<file path="src/rtl/core/scs_pkg.sv">
// ----------------------------------------------------------------------------
// scs_pkg: shared types and constants for the symmetrical components core
// Sample and coefficient formats, the per-opcode coefficient table and the
// coefficient set that drives one lane.
// ----------------------------------------------------------------------------
package scs_pkg;

    localparam int SAMPLE_BITS    = 24;
    localparam int COEF_FRAC_BITS = 16;
    // Q2.F signed: the unit coefficient needs two integer bits with sign
    localparam int COEF_BITS      = COEF_FRAC_BITS + 2;
    localparam int PROD_BITS      = SAMPLE_BITS + COEF_BITS;
    // five products are summed per result part
    localparam int ACC_BITS       = PROD_BITS + 3;
    localparam int RND_BITS       = ACC_BITS - COEF_FRAC_BITS;
    localparam int NUM_LANES      = 3;
    // input register, product register, sum register, output register
    localparam int PIPE_DEPTH     = 4;

    typedef logic signed [SAMPLE_BITS-1:0] sample_t;
    typedef logic signed [COEF_BITS-1:0]   coef_t;
    typedef logic signed [PROD_BITS-1:0]   prod_t;
    typedef logic signed [ACC_BITS-1:0]    acc_t;
    typedef logic        [1:0]             opcode_t;

    localparam opcode_t OP_TO_SEQ     = 2'd0;
    localparam opcode_t OP_FROM_SEQ   = 2'd1;
    localparam opcode_t OP_TO_SCALED  = 2'd2;
    localparam opcode_t OP_FROM_SCALED = 2'd3;

    localparam sample_t SAMPLE_MAX = sample_t'((64'sd1 <<< (SAMPLE_BITS - 1)) - 64'sd1);
    localparam sample_t SAMPLE_MIN = sample_t'(-(64'sd1 <<< (SAMPLE_BITS - 1)));

    // Round sqrt(p4 / (4 q)) to nearest: largest k with q*(2k-1)^2 <= p4
    function automatic longint round_sqrt(input longint p4, input longint q);
        longint lo;
        longint hi;
        longint mid;
        lo = 0;
        hi = 64'sd1 <<< 26;
        while (lo < hi)
        begin
            mid = (lo + hi + 1) >>> 1;
            if (q * (2 * mid - 1) * (2 * mid - 1) <= p4)
                lo = mid;
            else
                hi = mid - 1;
        end
        return lo;
    endfunction

    localparam longint COEF_UNIT = 64'sd1 <<< COEF_FRAC_BITS;
    localparam longint COEF_SQ   = 64'sd1 <<< (2 * COEF_FRAC_BITS);

    // Unit coefficient, one-third, alpha terms and sqrt3 scalings, rounded
    // to nearest in Q2.F
    localparam coef_t C_ONE       = coef_t'(COEF_UNIT);
    localparam coef_t C_THIRD     = coef_t'((2 * COEF_UNIT + 3) / 6);
    localparam coef_t C_SIXTH     = coef_t'((2 * COEF_UNIT + 6) / 12);
    localparam coef_t C_HALF      = coef_t'(COEF_UNIT >>> 1);
    localparam coef_t C_SQRT3_6   = coef_t'(round_sqrt(COEF_SQ, 3));
    localparam coef_t C_SQRT3_2   = coef_t'(round_sqrt(3 * COEF_SQ, 1));
    localparam coef_t C_SQRT3_3X2 = coef_t'(round_sqrt(COEF_SQ <<< 2, 3));

    // Matrix entries of one opcode: c1 on the first column and
    // the first row, w = wr + j*wi for the rotated entries
    typedef struct packed {
        coef_t c1;
        coef_t wr;
        coef_t wi;
    } coef_set_t;

    // Coefficients that one lane applies: a real weight on phase a and
    // complex weights on phases b and c
    typedef struct packed {
        coef_t a;
        coef_t b_re;
        coef_t b_im;
        coef_t c_re;
        coef_t c_im;
    } lane_coef_t;

    function automatic coef_set_t coef_lookup(input opcode_t op);
        coef_set_t cs;
        case (op)
            OP_TO_SEQ:
            begin
                cs.c1 = C_THIRD;
                cs.wr = -C_SIXTH;
                cs.wi = C_SQRT3_6;
            end
            OP_FROM_SEQ:
            begin
                cs.c1 = C_ONE;
                cs.wr = -C_HALF;
                cs.wi = -C_SQRT3_2;
            end
            OP_TO_SCALED:
            begin
                cs.c1 = C_SQRT3_3X2;
                cs.wr = -C_SQRT3_6;
                cs.wi = C_HALF;
            end
            default:
            begin
                cs.c1 = C_SQRT3_3X2;
                cs.wr = -C_SQRT3_6;
                cs.wi = -C_HALF;
            end
        endcase
        return cs;
    endfunction

endpackage

</file>
<file path="src/rtl/core/scs_merge.sv">
// ----------------------------------------------------------------------------
// scs_merge: rounding, saturation and flag merge across the lanes
// Rounds each lane accumulator to sample precision, clips it to the sample
// range and combines the per-part clip flags into one saturated flag.
// ----------------------------------------------------------------------------
module scs_merge (
    input  logic             clk,
    input  scs_pkg::acc_t    sum_re [scs_pkg::NUM_LANES],
    input  scs_pkg::acc_t    sum_im [scs_pkg::NUM_LANES],
    output scs_pkg::sample_t res_re [scs_pkg::NUM_LANES],
    output scs_pkg::sample_t res_im [scs_pkg::NUM_LANES],
    output logic             saturated
);

    typedef logic signed [scs_pkg::RND_BITS-1:0] rnd_t;

    typedef struct packed {
        scs_pkg::sample_t value;
        logic             clip;
    } clip_res_t;

    localparam scs_pkg::acc_t ROUND_HALF =
        scs_pkg::acc_t'(64'sd1 <<< (scs_pkg::COEF_FRAC_BITS - 1));
    localparam rnd_t RND_MAX = rnd_t'(scs_pkg::SAMPLE_MAX);
    localparam rnd_t RND_MIN = rnd_t'(scs_pkg::SAMPLE_MIN);

    scs_pkg::sample_t res_re_reg [scs_pkg::NUM_LANES];
    scs_pkg::sample_t res_im_reg [scs_pkg::NUM_LANES];
    scs_pkg::sample_t res_re_next [scs_pkg::NUM_LANES];
    scs_pkg::sample_t res_im_next [scs_pkg::NUM_LANES];
    logic             sat_reg, sat_next;

    // Round half up, then clip to the signed sample range
    function automatic clip_res_t round_clip(input scs_pkg::acc_t acc);
        scs_pkg::acc_t biased;
        rnd_t          r;
        clip_res_t     res;
        biased = acc + ROUND_HALF;
        r      = $signed(biased[scs_pkg::ACC_BITS-1:scs_pkg::COEF_FRAC_BITS]);
        if (r > RND_MAX)
        begin
            res.value = scs_pkg::SAMPLE_MAX;
            res.clip  = 1'b1;
        end
        else if (r < RND_MIN)
        begin
            res.value = scs_pkg::SAMPLE_MIN;
            res.clip  = 1'b1;
        end
        else
        begin
            res.value = r[scs_pkg::SAMPLE_BITS-1:0];
            res.clip  = 1'b0;
        end
        return res;
    endfunction

    // Round every part and merge the clip flags
    always_comb
    begin
        clip_res_t cr_re;
        clip_res_t cr_im;
        sat_next = 1'b0;
        for (int i = 0; i < scs_pkg::NUM_LANES; i++)
        begin
            cr_re          = round_clip(sum_re[i]);
            cr_im          = round_clip(sum_im[i]);
            res_re_next[i] = cr_re.value;
            res_im_next[i] = cr_im.value;
            sat_next       = sat_next | cr_re.clip | cr_im.clip;
        end
    end

    // Hold the result for the output strobe
    always_ff @(posedge clk)
    begin
        res_re_reg <= res_re_next;
        res_im_reg <= res_im_next;
        sat_reg    <= sat_next;
    end

    assign res_re    = res_re_reg;
    assign res_im    = res_im_reg;
    assign saturated = sat_reg;

endmodule

</file>
<file path="config.mk">
export PLATFORM = sky130hd
export DESIGN_NAME = scs_merge
export DESIGN_NICKNAME = d
export VERILOG_FILES = /design/src/rtl/core/scs_pkg.sv /design/src/rtl/core/scs_merge.sv
export SDC_FILE = /design/constraint.sdc
export NUM_CORES = 1
export LEC_CHECK = 0
export BUFFER_PORTS_ARGS = -buffer_cell sky130_fd_sc_hd__buf_2
export CAP_MARGIN = 30
export CORE_AREA = 2 2 163 165
export CTS_BUF_LIST = sky130_fd_sc_hd__clkbuf_8
export DETAILED_ROUTE_END_ITERATION = 16
export DIE_AREA = 0 0 165 167
export MAX_ROUTING_LAYER = met4
export PLACE_DENSITY = 0.66
export SLEW_MARGIN = 25
export SYNTH_ARGS = -nofsm -noshare
export SYNTH_HDL_FRONTEND = slang
export SYNTH_SLANG_ARGS = --single-unit
export TNS_END_PERCENT = 10
</file>
<file path="constraint.sdc">
create_clock -name clk -period 3.1 [get_ports clk]
set_input_delay 0.31 -clock clk [delete_from_list [all_inputs] [get_ports clk]]
set_output_delay 0.31 -clock clk [all_outputs]
set_load 0.005 [all_outputs]
</file>
==> summary.txt <==
====================================================================================
Dominant delay contributor by cell family on the critical path          simple AND/OR/NAND/NOR gates
Post-route DRC                                                                     0
Initial core utilization                                                      28.40%
Global-route wire length before repair                                      36.01 mm
Most numerous cell types in the synthesized netlist                     dfxtp_1, o21ai_0, xor2_1
Number of global-route vias before repair                                       7160
Cts repair resizes                                                                 0
Headroom to the max-slew limit                                                46.06%
Area of the die                                                           27560 um^2
Clock Tree Root                                                             clkbuf_8
Classification of the worst setup path                                  input port to flop
Share of synthesized area occupied by flip-flops and latches                  39.67%
Ratio of final minimum period to clock period                                 77.30%
Run status                                                              complete, no violations
First-pass iteration count of the detailed router                                  6
Number of cells produced by synthesis                                            864
Portion of total power attributed to combinational logic                       16.8%
H-tree lvl count                                                                   4
Post-DP HPWL                                                                18.86 mm
Ratio of cells with drive above 1 in the final layout                         32.98%
Mean instance size in the synthesized netlist                             8.469 um^2
Placed Cells incl. Taps                                                         1523
Total gr overflow                                                                  0
Worst-margin pin slew                                                      0.8016 ns
Smallest hold slack                                                        0.1214 ns
Crit path max-delay cell type                                                 nor4_1
Fraction of synthesis flops using an asynchronous set or reset pin                0%
Post-synthesis sequential element count                                          145
Arr. time, crit path                                                         2.77 ns
TritonCTS buffer count                                                            17
DP Worst Slack                                                             0.3168 ns
Highest Clock Rate                                                         417.3 MHz
Worst stage delay on the critical path                                       0.50 ns
Number of buffers inserted for hold repair after clock tree synthesis              0
Average detailed-routed wire length per instance                            15.08 um
Final wirelength                                                            23.48 mm
Worst Setup Slack, final                                                   0.7037 ns
Cell area after synthesis                                                  7317 um^2
Largest net degree at the start of global routing                                 25
Setup repair after global routing missed its margin                            false
Row Count                                                                         59
Worst-path fanout max                                                              5
Number of filler cells placed in the layout                                     2634
Final setup violation count                                                        0
Width of the die                                                              165 um
Main flop type after synthesis                                               dfxtp_1
Yosys synthesis warning count                                                      0
Count of buffers inserted at the top-level ports                                 325
Count of final hold-check violations                                               0
Dominant cell type by area after synthesis                                   dfxtp_1
Sequence of cells on the critical path                                  buf_2, ha_1, nand2_1, or4_1, buf_4, nor4_1, o21ai_1, a21o_2, nor3b_2, and4_1, nand4_1
Synth area leaders                                                      dfxtp_1, xor2_1, o21ai_0
Net switching share of the total power                                        28.90%
Number of buffer and inverter stages on the critical path                          2
Clock tree from TritonCTS                                                        yes
Worst EP required                                                            3.48 ns
Last weighted congestion value of the routability-driven placer               0.9300
Antenna violation net count after detailed routing                                 0
Vertical die dimension                                                        167 um
Area of the core                                                          25760 um^2
Top-area cell type share of the netlist area                                  39.67%
Classification of the worst-slack hold path                             input port to flop
Share of total power in the clock network                                      36.0%
Bufs on Longest Clock Path                                                         2
Startpoint kind of the worst setup timing path                            input port
Sw power                                                                  0.001254 W
Register clock-pin slew on the reported worst setup and hold paths           0.08 ns
Most common cell in the netlist                                              dfxtp_1
Final std cell area, no fill                                               9873 um^2
Number of nets produced by synthesis                                            1141
TNS Setup                                                                       0 ns
Layout Area Growth over Synthesis                                             34.94%
Non-filler instance count after layout                                          1557
Clock Sink Count                                                                 145
Sequential share of power                                                      47.2%
Detailed-route via count                                                        7674
P per Cell Area                                                         439.6 nW/um^2
Maximum capacitance violations                                                     0
Int Pwr                                                                   0.003086 W
Count of flip-flops with a built-in enable after synthesis                         0
Leakage                                                                     4.043 nW
Total GRT Usage                                                               16.94%
Dpl cell area                                                              9465 um^2
Critical path endpoint category                                                 flop
Antenna violations before repair                                                   3
Count of nets after finishing                                                   1484
Minimum clock period                                                        2.396 ns
Violation count after the first detailed-routing iteration                       411
Buffers inserted by post-CTS timing repair                                         0
Largest vdd supply drop                                                  0.0001859 V
Number of pins exceeding their max-slew limit in the final report                  0
Count of boundary I/O pins                                                       416
Average via count per standard cell                                            4.929
Cell variety after synth                                                          57
====================================================================================
[placed cells by master, fill, tap and decap left out, types with 21 or more instances in the layout]
cell type  Yosys  final
nand4_1       45     45
nor2_1        45     45
xnor2_1       57     57
xor2_1        86     86
buf_4          2     27
nand3_1       75     75
buf_2          3    325
and3_1        26     26
o21ai_0      134    134
inv_1         21     21
dfxtp_1      145    145
nand2_1       60     60
[cells by family (layout without fill, tap and decap cells)]
logic type,Yosys count,in the layout,share of synthesized area (%)
AND/OR/NAND/NOR,332,332,24.86
XOR/XNOR,143,143,17.12
other,0,3,0
adder cells (fa/ha/maj),6,6,1.026
multiplexers,7,7,1.009
AO/OA/AOI/OAI,181,181,13.59
flip-flops,145,145,39.67
buffers and inverters,50,405,2.719
[worst paths after layout]
path | from | endpoint | slack (ns) | cells after the start
setup / recovery | sum_im[106] | saturated | 0.70 | 11
hold / removal | sum_im[89] | res_im[47] | 0.12 | 2
[per-stage QoR]
step	utilization, %	total power, W
2_1_floorplan	-	0.002373
6_report	38.32	0.004340
3_5_place_dp	36.74	0.002824
3_3_place_gp	36.74	0.002815
4_1_cts	38.29	0.004404
5_1_grt	38.32	0.004574
[power groups by stage]
stage               clock (W)  combinational (W)  sequential, W
CTS                   0.00162           0.000735        0.00205
floorplan                   0           0.000262        0.00211
global placement            0           0.000725        0.00209
detailed placement          0           0.000733        0.00209
finish                0.00156           0.000729        0.00205
global route          0.00170           0.000813        0.00206
[layout make-up]
type	count	area, um^2	share of cell area (%)
Multi-Input combinational cell	669	4215	42.69
Sequential cell	145	2903	29.40
Timing Repair Buffer	353	1849	18.73
Tap cell	335	419.2	4.245
Clock buffer	18	247.7	2.509
Clock inverter	13	152.6	1.546
Inverter	21	78.83	0.7984
Antenna cell	3	7.507	0.07604
[per-layer routing]
| metal | vias to the layer above | share of wire (%) | GRT usage (%) |
|---|---|---|---|
| met2 | 288 | 49 | 28.53 |
| met3 | 34 | 6.7 | 4.658 |
| met1 | 3553 | 42 | 19.31 |
| li1 | 3799 | - | - |
| met4 | 0 | 2.2 | 5.558 |
| met5 | - | 0 | - |
No activity file was read; power rests on OpenSTA's default activity.
